<file path="config.mk">
export PLATFORM = sky130hd
export DESIGN_NAME = murmur3_stream_hash
export DESIGN_NICKNAME = d
export VERILOG_FILES = /design/src/hdl/mmh3_pkg.sv /design/src/hdl/murmur3_stream_hash.sv /design/src/hdl/mmh3_fifo.sv /design/src/hdl/mmh3_front.sv /design/src/hdl/mmh3_back.sv
export SDC_FILE = /design/constraint.sdc
export NUM_CORES = 2
export LEC_CHECK = 0
export ABC_AREA = 1
export BUFFER_PORTS_ARGS = -buffer_cell sky130_fd_sc_hd__buf_2
export CAP_MARGIN = 20
export CELL_PAD_IN_SITES_DETAIL_PLACEMENT = 2
export CELL_PAD_IN_SITES_GLOBAL_PLACEMENT = 2
export CORE_MARGIN = 4
export CORE_UTILIZATION = 39
export CTS_BUF_LIST = sky130_fd_sc_hd__clkbuf_8
export CTS_CLUSTER_SIZE = 40
export DETAILED_ROUTE_END_ITERATION = 10
export PLACE_DENSITY_LB_ADDON = 0.3
export SLEW_MARGIN = 10
export SYNTH_ARGS = -nofsm -noshare
export SYNTH_HDL_FRONTEND = slang
export SYNTH_SLANG_ARGS = --single-unit
</file>
<file path="constraint.sdc">
create_clock -name clk -period 9.8 [get_ports clk]
set_input_delay 1.47 -clock clk [delete_from_list [all_inputs] [get_ports clk]]
set_output_delay 1.47 -clock clk [all_outputs]
set_load 0.01 [all_outputs]
</file>
<file path="src/hdl/mmh3_pkg.sv">
// shared constants, request type and sequencer states of the murmur3 stream hash
package mmh3_pkg;

  localparam logic [31:0] C1         = 32'hcc9e2d51;
  localparam logic [31:0] C2         = 32'h1b873593;
  localparam logic [31:0] C3         = 32'he6546b64;
  localparam logic [31:0] F1         = 32'h85ebca6b;
  localparam logic [31:0] F2         = 32'hc2b2ae35;
  localparam logic [31:0] SEED_RESET = 32'd123456;

  // one request from the byte front end to the mixing back end
  typedef struct packed {
    logic        first;     // first request of a message: load seed
    logic [31:0] seed;
    logic        has_word;  // a full body word to mix
    logic [31:0] word;
    logic        is_final;  // finish the message after the word
    logic        has_tail;  // 1 to 3 leftover bytes
    logic [23:0] tail;
    logic [31:0] length;
  } cmd_t;

  typedef enum logic [3:0] {
    BK_IDLE,
    BK_W1,
    BK_W2,
    BK_W3,
    BK_T1,
    BK_T2,
    BK_F0,
    BK_F1,
    BK_F2
  } back_state_t;

endpackage

</file>
<file path="src/hdl/murmur3_stream_hash.sv">
// top level of the streaming 32-bit murmur3 hash
//
// usage
//   input queue: one message byte per request on in_data_byte with in_has_byte
//   set; in_is_last marks the final request of a message. a request with
//   in_has_byte clear and in_is_last set closes the message (or hashes an
//   empty one). a request is taken when in_push is high and in_full is low.
//   result queue: the finished hash waits on out_hash while out_empty is low
//   and leaves when out_pop is high.
//   cfg_wr_en / cfg_wr_data write the seed; the seed is sampled when a
//   message opens, so it is written between messages.
// throughput
//   the front end takes one byte per cycle while in_full is low. every
//   fourth byte becomes a word request for the back end, which pops it,
//   runs two multiplies and a rotate-and-add through its single shared
//   multiplier, so a long stream runs at one byte per cycle unless the
//   result queue blocks. finishing a message adds the word or tail scramble
//   and two avalanche multiplies before the result is pushed.
// reset: synchronous on rst_n low; both queues empty, seed back to 123456.
// stall: a blocked result queue holds the back end in its output step, the
//   request queue fills and in_full then holds off the sender.
module murmur3_stream_hash import mmh3_pkg::*; #(
  parameter int CMD_DEPTH = 4,
  parameter int RES_DEPTH = 2
) (
  input  logic        clk,
  input  logic        rst_n,
  input  logic        cfg_wr_en,
  input  logic [31:0] cfg_wr_data,
  input  logic        in_push,
  output logic        in_full,
  input  logic [7:0]  in_data_byte,
  input  logic        in_has_byte,
  input  logic        in_is_last,
  output logic        out_empty,
  input  logic        out_pop,
  output logic [31:0] out_hash
);

  // request path front -> back
  logic in_accept;
  logic cmd_push;
  cmd_t cmd_in;
  cmd_t cmd_out;
  logic cmd_empty;
  logic cmd_pop;

  // result path back -> output queue
  logic        res_push;
  logic [31:0] res_data;
  logic        res_full;

  assign in_accept = in_push && !in_full;

  // byte assembly and message bookkeeping
  mmh3_front u_front (
    .clk          (clk),
    .rst_n        (rst_n),
    .cfg_wr_en    (cfg_wr_en),
    .cfg_wr_data  (cfg_wr_data),
    .in_valid     (in_accept),
    .in_data_byte (in_data_byte),
    .in_has_byte  (in_has_byte),
    .in_is_last   (in_is_last),
    .cmd_push     (cmd_push),
    .cmd_data     (cmd_in)
  );

  // decoupling queue; in_full is its full flag, so every taken byte
  // always has room for the request it may produce
  mmh3_fifo #(
    .WIDTH ($bits(cmd_t)),
    .DEPTH (CMD_DEPTH)
  ) u_cmd_fifo (
    .clk       (clk),
    .rst_n     (rst_n),
    .push      (cmd_push),
    .push_data (cmd_in),
    .full      (in_full),
    .pop       (cmd_pop),
    .pop_data  (cmd_out),
    .empty     (cmd_empty)
  );

  // multiply / rotate sequencer
  mmh3_back u_back (
    .clk       (clk),
    .rst_n     (rst_n),
    .cmd_valid (!cmd_empty),
    .cmd_data  (cmd_out),
    .cmd_pop   (cmd_pop),
    .res_push  (res_push),
    .res_data  (res_data),
    .res_full  (res_full)
  );

  // result skid queue, lets the back end move on while a hash waits
  mmh3_fifo #(
    .WIDTH (32),
    .DEPTH (RES_DEPTH)
  ) u_res_fifo (
    .clk       (clk),
    .rst_n     (rst_n),
    .push      (res_push),
    .push_data (res_data),
    .full      (res_full),
    .pop       (out_pop),
    .pop_data  (out_hash),
    .empty     (out_empty)
  );

endmodule

</file>
<file path="src/hdl/mmh3_fifo.sv">
// small register fifo used for requests and results
module mmh3_fifo #(
  parameter int WIDTH = 32,
  parameter int DEPTH = 4
) (
  input  logic             clk,
  input  logic             rst_n,
  input  logic             push,
  input  logic [WIDTH-1:0] push_data,
  output logic             full,
  input  logic             pop,
  output logic [WIDTH-1:0] pop_data,
  output logic             empty
);

  localparam int PW = (DEPTH > 1) ? $clog2(DEPTH) : 1;
  localparam int CW = $clog2(DEPTH + 1);

  logic [WIDTH-1:0] mem_r [DEPTH];
  logic [PW-1:0]    wr_ptr_r, wr_ptr_nxt;
  logic [PW-1:0]    rd_ptr_r, rd_ptr_nxt;
  logic [CW-1:0]    count_r, count_nxt;
  logic             do_push, do_pop;

  assign full     = (count_r == CW'(DEPTH));
  assign empty    = (count_r == '0);
  assign do_push  = push && !full;
  assign do_pop   = pop && !empty;
  assign pop_data = mem_r[rd_ptr_r];

  always_comb begin
    wr_ptr_nxt = wr_ptr_r;
    rd_ptr_nxt = rd_ptr_r;
    count_nxt  = count_r;
    if (do_push) begin
      wr_ptr_nxt = (wr_ptr_r == PW'(DEPTH - 1)) ? '0 : wr_ptr_r + 1'b1;
    end
    if (do_pop) begin
      rd_ptr_nxt = (rd_ptr_r == PW'(DEPTH - 1)) ? '0 : rd_ptr_r + 1'b1;
    end
    if (do_push && !do_pop) begin
      count_nxt = count_r + 1'b1;
    end else if (do_pop && !do_push) begin
      count_nxt = count_r - 1'b1;
    end
  end

  always_ff @(posedge clk) begin
    if (!rst_n) begin
      wr_ptr_r <= '0;
      rd_ptr_r <= '0;
      count_r  <= '0;
    end else begin
      wr_ptr_r <= wr_ptr_nxt;
      rd_ptr_r <= rd_ptr_nxt;
      count_r  <= count_nxt;
    end
  end

  always_ff @(posedge clk) begin
    if (do_push) begin
      mem_r[wr_ptr_r] <= push_data;
    end
  end

endmodule

</file>
<file path="src/hdl/mmh3_front.sv">
// byte front end: seed register, word assembly, length count, request issue
module mmh3_front import mmh3_pkg::*; (
  input  logic        clk,
  input  logic        rst_n,
  input  logic        cfg_wr_en,
  input  logic [31:0] cfg_wr_data,
  input  logic        in_valid,
  input  logic [7:0]  in_data_byte,
  input  logic        in_has_byte,
  input  logic        in_is_last,
  output logic        cmd_push,
  output cmd_t        cmd_data
);

  logic [31:0] seed_r;
  logic [31:0] mseed_r, mseed_nxt;
  logic        in_msg_r, in_msg_nxt;
  logic        first_pend_r, first_pend_nxt;
  logic [23:0] part_r, part_nxt;
  logic [1:0]  phase_r, phase_nxt;
  logic [31:0] len_r, len_nxt;
  logic        open_msg;
  logic        has_word;

  always_comb begin
    open_msg  = !in_msg_r && (in_has_byte || in_is_last);
    mseed_nxt = open_msg ? seed_r : mseed_r;
    part_nxt  = part_r;
    phase_nxt = phase_r;
    len_nxt   = len_r;
    has_word  = 1'b0;
    if (in_has_byte) begin
      len_nxt = len_r + 32'd1;
      if (phase_r == 2'd3) begin
        has_word  = 1'b1;
        part_nxt  = '0;
        phase_nxt = '0;
      end else begin
        case (phase_r)
          2'd0: begin
            part_nxt[7:0] = in_data_byte;
          end
          2'd1: begin
            part_nxt[15:8] = in_data_byte;
          end
          2'd2: begin
            part_nxt[23:16] = in_data_byte;
          end
          default: begin
          end
        endcase
        phase_nxt = phase_r + 2'd1;
      end
    end

    cmd_data.first    = open_msg || first_pend_r;
    cmd_data.seed     = mseed_nxt;
    cmd_data.has_word = has_word;
    cmd_data.word     = {in_data_byte, part_r};
    cmd_data.is_final = in_is_last;
    cmd_data.has_tail = (phase_nxt != 2'd0);
    cmd_data.tail     = part_nxt;
    cmd_data.length   = len_nxt;
    cmd_push          = in_valid && (has_word || in_is_last);

    in_msg_nxt     = in_msg_r || in_has_byte;
    first_pend_nxt = cmd_push ? 1'b0 : (open_msg || first_pend_r);
  end

  always_ff @(posedge clk) begin
    if (!rst_n) begin
      seed_r <= SEED_RESET;
    end else if (cfg_wr_en) begin
      seed_r <= cfg_wr_data;
    end
  end

  always_ff @(posedge clk) begin
    if (!rst_n) begin
      in_msg_r     <= 1'b0;
      first_pend_r <= 1'b0;
      part_r       <= '0;
      phase_r      <= '0;
      len_r        <= '0;
    end else if (in_valid) begin
      if (in_is_last) begin
        in_msg_r     <= 1'b0;
        first_pend_r <= 1'b0;
        part_r       <= '0;
        phase_r      <= '0;
        len_r        <= '0;
      end else begin
        in_msg_r     <= in_msg_nxt;
        first_pend_r <= first_pend_nxt;
        part_r       <= part_nxt;
        phase_r      <= phase_nxt;
        len_r        <= len_nxt;
      end
    end
  end

  always_ff @(posedge clk) begin
    if (in_valid) begin
      mseed_r <= mseed_nxt;
    end
  end

endmodule

</file>
<file path="src/hdl/mmh3_back.sv">
// mixing back end: sequencer around one shared 32x32 multiplier
module mmh3_back import mmh3_pkg::*; (
  input  logic        clk,
  input  logic        rst_n,
  input  logic        cmd_valid,
  input  cmd_t        cmd_data,
  output logic        cmd_pop,
  output logic        res_push,
  output logic [31:0] res_data,
  input  logic        res_full
);

  back_state_t state_r, state_nxt;
  cmd_t        cmd_r, cmd_nxt;
  logic [31:0] h_r, h_nxt;
  logic [31:0] k_r, k_nxt;
  logic [31:0] mul_a, mul_b, mul_p;
  logic [31:0] mix13;
  logic [31:0] fin0;
  logic [31:0] fin1;

  function automatic logic [31:0] rotl15(input logic [31:0] x);
    return {x[16:0], x[31:17]};
  endfunction

  function automatic logic [31:0] rotl13(input logic [31:0] x);
    return {x[18:0], x[31:19]};
  endfunction

  assign mul_p = mul_a * mul_b;

  always_comb begin
    state_nxt = state_r;
    cmd_nxt   = cmd_r;
    h_nxt     = h_r;
    k_nxt     = k_r;
    mul_a     = k_r;
    mul_b     = C1;
    cmd_pop   = 1'b0;
    res_push  = 1'b0;
    res_data  = k_r ^ {16'd0, k_r[31:16]};
    mix13     = rotl13(h_r ^ k_r);
    fin0      = h_r ^ (cmd_r.has_tail ? k_r : 32'd0) ^ cmd_r.length;
    fin0      = fin0 ^ {16'd0, fin0[31:16]};
    fin1      = k_r ^ {13'd0, k_r[31:13]};

    case (state_r)
      BK_IDLE: begin
        if (cmd_valid) begin
          cmd_pop = 1'b1;
          cmd_nxt = cmd_data;
          if (cmd_data.first) begin
            h_nxt = cmd_data.seed;
          end
          if (cmd_data.has_word) begin
            state_nxt = BK_W1;
          end else if (cmd_data.has_tail) begin
            state_nxt = BK_T1;
          end else begin
            state_nxt = BK_F0;
          end
        end
      end
      BK_W1: begin
        mul_a     = cmd_r.word;
        mul_b     = C1;
        k_nxt     = mul_p;
        state_nxt = BK_W2;
      end
      BK_W2: begin
        mul_a     = rotl15(k_r);
        mul_b     = C2;
        k_nxt     = mul_p;
        state_nxt = BK_W3;
      end
      BK_W3: begin
        h_nxt = {mix13[29:0], 2'b00} + mix13 + C3;
        if (!cmd_r.is_final) begin
          state_nxt = BK_IDLE;
        end else if (cmd_r.has_tail) begin
          state_nxt = BK_T1;
        end else begin
          state_nxt = BK_F0;
        end
      end
      BK_T1: begin
        mul_a     = {8'd0, cmd_r.tail};
        mul_b     = C1;
        k_nxt     = mul_p;
        state_nxt = BK_T2;
      end
      BK_T2: begin
        mul_a     = rotl15(k_r);
        mul_b     = C2;
        k_nxt     = mul_p;
        state_nxt = BK_F0;
      end
      BK_F0: begin
        mul_a     = fin0;
        mul_b     = F1;
        k_nxt     = mul_p;
        state_nxt = BK_F1;
      end
      BK_F1: begin
        mul_a     = fin1;
        mul_b     = F2;
        k_nxt     = mul_p;
        state_nxt = BK_F2;
      end
      BK_F2: begin
        if (!res_full) begin
          res_push  = 1'b1;
          state_nxt = BK_IDLE;
        end
      end
      default: begin
        state_nxt = BK_IDLE;
      end
    endcase
  end

  always_ff @(posedge clk) begin
    if (!rst_n) begin
      state_r <= BK_IDLE;
    end else begin
      state_r <= state_nxt;
    end
  end

  always_ff @(posedge clk) begin
    cmd_r <= cmd_nxt;
    h_r   <= h_nxt;
    k_r   <= k_nxt;
  end

endmodule

</file>
# After elaboration in Yosys (flattened, before gate mapping)
# Memory sizes are Yosys's and may differ from the RTL's. A register that Yosys moved wholly into a read port is not among the register bits.
# Cells that the tools add are included.
# Widths: inputs -> output; s select.
[word_totals]
register_bits = 293
ram_bits = 560
input_bits = 47
out_inout_bits = 34
mem_count = 2
[op_classes]
addsub = 12
n_mul = 1
n_eq_ne = 18
muxes = 50
bitwise = 7
reduce_logical = 37
[mem_list]
columns = ["name", "depth", "word_bits", "rd", "rd_ports_with_merged_regs", "write_ports", "line_no", "source"]
rows = [
  ["u_cmd_fifo.mem_r", 4, 124, 1, 1, 1, "mmh3_fifo.sv:19", "logic [WIDTH-1:0] mem_r [DEPTH];"],
  ["u_res_fifo.mem_r", 2, 32, 1, 1, 1, "mmh3_fifo.sv:19", ""],
]
[ops]
columns = ["op", "count"]
rows = [
  ["$mux 32", 6],
  ["$pmux 32 s5", 1],
  ["$pmux 32 s3", 1],
  ["$xor 32x32->32", 3],
  ["$mux 24", 3],
  ["$pmux 32 s2", 1],
  ["$xor 32x16->32", 2],
  ["$pmux 4 s9", 1],
  ["$add 32x1->32 const B", 1],
  ["$add 32x32->32", 1],
  ["$add 32x32->32 const B", 1],
  ["$mul 32x32->32", 1],
  ["$xor 32x19->32", 1],
  ["$mux 8", 3],
  ["$mux 2", 11],
  ["$mux 1", 17],
  ["$eq 4x3->1 const B", 4],
  ["$mux 4", 4],
  ["$logic_and 1x1->1", 11],
  ["$eq 2x2->1 const B", 5],
  ["$logic_not 1->1", 9],
  ["$add 2x1->2 const B", 4],
  ["$eq 4x2->1 const B", 2],
  ["$reduce_bool 2->1", 4],
  ["other kinds (20)", 28],
]

# Logic depth before layout (Yosys ltp)
[depth]
word_depth = 10
ltp_mapped = 45
ltp_nobuf = 43

# Modules after synthesis
# A second synthesis with hierarchy kept.
[hier_totals]
hier_cells = 5382
area_unflattened_um2 = 53359.9
[by_module_without_submodules]
columns = ["mod", "instances", "cells_per_inst", "area_per_inst_um2"]
rows = [
  ["mmh3_back", 1, 3134, 25672.1],
  ["mmh3_fifo (u_cmd_fifo)", 1, 1270, 18898.1],
  ["mmh3_front", 1, 837, 6064.6],
  ["mmh3_fifo (u_res_fifo)", 1, 138, 2711.4],
  ["murmur3_stream_hash", 1, 3, 13.8],
]

# Worst setup path after synthesis
# OpenSTA, ideal clock, no wires.
[synth_timing]
kind = "input port to flip-flop"
from = "input port in_push"
to = "memory u_cmd_fifo.mem_r[3][0] in the netlist's numbering (enable)"
setup_ns = 0.608
t_arrival_ns = 8.869
required_time_ns = 9.192
path_slack_ns = 0.324
stages = 4
path_buffers = 0
cell_sequence = "inv_1 -> nor2_1 -> o21ai_1 -> nor2_1"
[synth_via]
elab_chain_len = 5
[synth_lines]
columns = ["item", "line_no", "source"]
rows = [
  ["start: declaration", "murmur3_stream_hash.sv:30", "input logic in_push,"],
  ["$logic_and 1x1->1", "murmur3_stream_hash.sv:53", "assign in_accept = in_push && !in_full;"],
  ["named net in_accept", "murmur3_stream_hash.sv:41", "logic in_accept;"],
  ["$logic_and 1x1->1", "mmh3_front.sv:64", "cmd_push = in_valid && (has_word || in_is_last);"],
  ["$logic_and 1x1->1", "mmh3_fifo.sv:27", "assign do_push = push && !full;"],
  ["$mux 1", "mmh3_fifo.sv:61", "if (do_push) begin"],
  ["$mux 1 (implied by the code)", "mmh3_fifo.sv:62", "mem_r[wr_ptr_r] <= push_data;"],
  ["end: declaration", "mmh3_fifo.sv:19", ""],
]
# The timed path passes the listed nets, and every way through them passes these cells.

# Final worst setup path
[layout_timing]
from = "register u_back.state_r[3]"
to = "register u_back.k_r[29], data pin"
[layout_via]
elab_chain_len = 4
word_cells_on_any_way = 10
[layout_lines]
columns = ["item", "line_no", "source"]
rows = [
  ["start: declaration", "mmh3_back.sv:13", "back_state_t state_r, state_nxt;"],
  ["start signal: assignment", "mmh3_back.sv:126", "state_r <= state_nxt;"],
  ["$eq 4x2->1 or $eq 4x3->1 (tied branches)", "mmh3_back.sv:47", "case (state_r)"],
  ["$reduce_or 2->1 (no source line)", "n/a", ""],
  ["$pmux 32 s5 or $pmux 32 s3 (tied branches)", "mmh3_back.sv:47", ""],
  ["$mul 32x32->32 *", "mmh3_back.sv:30", "assign mul_p = mul_a * mul_b;"],
  ["named net u_back.mul_p[29]", "mmh3_back.sv:17", "logic [31:0] mul_a, mul_b, mul_p;"],
  ["end signal: assignment", "mmh3_back.sv:133", "k_r <= k_nxt;"],
  ["end: declaration", "mmh3_back.sv:16", "logic [31:0] k_r, k_nxt;"],
]
# Mark *: on every way through the listed nets, which the timed path passes. The rest lies on a longest branch.
# A chain may end at the register's enable or synchronous reset.

==> out/metrics.yaml <==
status:
  status: "finished, final reports clean"
global_route:
  grt_pass1_vias: 44400
  grt_pass1_wl_um: 305000
  globalRouteOverflowTotal: 0
  grt_use_total_pct: 29.7
  antenna_found_initial: 10
  grt_max_degree: 125
worst_setup_path:
  crit_fanout: 36
  worstSetupPathType: "reg -> reg"
  cp-start-kind: "flip-flop"
  cp_data_arrival_time_ns: 10.09
  end_kind: "flip-flop"
  path_common_cell: "inv_1"
  critPathRequiredTime_ns: 10.37
  max_stage_delay_ns: 0.52
  cpMaxStageDelayCell: "fa_1"
sta:
  rsz0062_at_grt: "false"
  hold_viol: 0
  max_freq_ghz: 0.105
  min_period_ns: 9.52
  finClkSkew_ns: 0.0788
  finalSetupViolations: 0
  drv_slew: 0
  fin_tns_setup_ns: 0
  worst_pin_slew_ns: 1.04
  relSlewSlack_pct: 30.8
  period_share_pct: 97.1
logic_synthesis:
  yosysUniqueCellTypes: 58
  ys_ff_latch: 856
  ys_seq_area_share_pct: 47.1
  synthesis.area_mm2: 0.0523
  avgSynthCellArea_um2: 9.96
  ys_warn_count: 0
  ys_async_sr_fraction_pct: 0
  synth_edf_count: 746
  ys.flop_type: "edfxtp_1"
  synth.net_count: 5890
  synth_cells: 5244
cts:
  cts_htree_levels: 4
  ctsLongestPathBuffers: 3
  numCtsBuffers: 151
  clock-root-buffer: "clkbuf_8"
  cts.clk_slew.worst_paths_ns: 0.06
  clock_latency_ns: 0.91
  cts_num_sinks: 856
  cts_tree: "done"
die:
  rows: 134
  initial_core_util_pct: 39.2
  chipHeight_um: 374
  die-area_mm2: 0.140
  design.core.area_mm2: 0.133
  die-width_um: 374
  ios: 81
finish:
  fillers: 14100
  layout.cells.most_common: "nand2_1"
  regArea_mm2: 0.0246
  multi_input_area_mm2: 0.0235
  final_cells: 7286
  final_cell_mix: "nand2_1, inv_1, edfxtp_1"
  syn2layout_area_growth_pct: 11.0
  drive_gt1_share_pct: 9.20
  fin_nets: 6030
detailed_routing:
  wirelength_um: 210000
  via_per_inst: 5.51
  drtIter0Drc: 3328
  drc_errors: 0
  vias: 40100
  first_pass_iters: 5
  ant_nets: 0
  post_drt_wl_per_cell_um: 28.8
placement:
  dp.final_hpwl_um: 159000
  io_buffers: 80
  gp_congestion: 0.993
  placedCellCount: 6991
min_path:
  hp-class: "reg -> reg"
flow_run:
  drv_cap: 0
==> critical path, delay by kind of cell, from the launching register on <==
kind | cells | cell delay [ns]
and+or+nand+nor | 10 | 2.16
buffers and inverters | 8 | 0.92
DFF | 1 | 0.37
AOI/OAI and AO/OA | 8 | 1.77
xor gates and xnor gates | 1 | 0.13
adders and majority gates | 9 | 3.78
==> Yosys cell counts, types with 24 or more instances <==
master    count  area [µm²]
nor3_1       31         155
nand3_1     160         801
xnor2_1      60         526
mux2_2       32         360
nand2_1     966        3630
o22ai_1     118         738
clkbuf_1    160         601
nand4_1      24         150
edfxtp_1    746       22400
xor2_1       88         771
nor2_1      519        1950
dfxtp_1     110        2200
a21oi_1     153         766
a22oi_1      27         203
ha_1        204        2550
fa_1        395        7910
inv_1       889        3340
o21ai_0     357        1790
==> logic make-up (layout without fill, tap and decap cells) <==
logic type / Yosys count / count (layout) / synth area share, %
and+or+nand+nor: 1787 / 1787 / 14.0
muxes: 32 / 32 / 0.690
buffers and inverters: 1103 / 1369 / 8.08
AOI/OAI and AO/OA: 719 / 719 / 7.60
DFF: 856 / 856 / 47.1
xor gates and xnor gates: 148 / 148 / 2.48
other: 0 / 8 / 0
adders and majority gates: 599 / 599 / 20.0
==> per-stage QoR <==
stage	util, %	hold slack, ns	instance area, µm²	setup WS, ns
2_1_floorplan	-	0.429	52300	0.324
3_3_place_gp	41.2	0.442	54900	0.395
3_5_place_dp	41.2	0.455	54900	0.0555
6_report	43.5	0.469	58000	0.280
4_1_cts	43.4	0.474	57900	0.0662
5_1_grt	43.5	0.513	58000	0.0334
==> worst paths after layout <==
path	start	cells after the start	end	slack, ns
max	u_back.state_r[3]$_SDFFE_PN0P_	36	u_back.k_r[29]$_DFFE_PP_	0.28
min	u_front.seed_r[15]$_SDFFE_PN1P_	2	u_front.seed_r[15]$_SDFFE_PN1P_	0.47
max reg2reg	u_back.state_r[3]$_SDFFE_PN0P_	36	u_back.k_r[29]$_DFFE_PP_	0.28
min reg2reg	u_front.seed_r[15]$_SDFFE_PN1P_	2	u_front.seed_r[15]$_SDFFE_PN1P_	0.47
==> registers in the layout, summed over array words and instances (netlist names), 2 cells and up, named ones only <==
name,count
u_res_fifo.count_r,2
u_front.mseed_r,32
u_res_fifo.mem_r,64
u_front.len_r,32
u_front.phase_r,2
u_cmd_fifo.rd_ptr_r,2
u_cmd_fifo.count_r,3
u_back.h_r,32
u_back.k_r,32
u_cmd_fifo.wr_ptr_r,2
u_front.seed_r,32
u_front.part_r,24
u_back.cmd_r,90
u_cmd_fifo.mem_r,496
u_back.state_r,4
==> timing repair <==
| item | in CTS | in global routing |
|---|---|---|
| setup endpoints to repair | 0 | 4 |
| gates resized for setup | 0 | 4 |
| setup buffers | 0 | 5 |
| hold endpoints to repair | 0 | 0 |
| hold buffers | 0 | 0 |
==> layout make-up <==
type | count | area share [%]
tap | 1768 | 3.81
clock buffer | 164 | 3.89
antenna | 8 | 0.0345
clock inverter | 115 | 1.17
sequential | 856 | 42.4
timing repair buffer | 187 | 2.27
multi-input combinational | 3285 | 40.5
inverter | 903 | 5.86
==> per-layer routing <==
metal	track usage, %	part of all wire [%]
met5	0	0
met4	12.9	4.8
met3	4.66	6.2
met2	48.1	46
met1	39.5	43
Power is not shown: default switching activity piles up to over one toggle a cycle in this logic, so the estimate is an artifact.
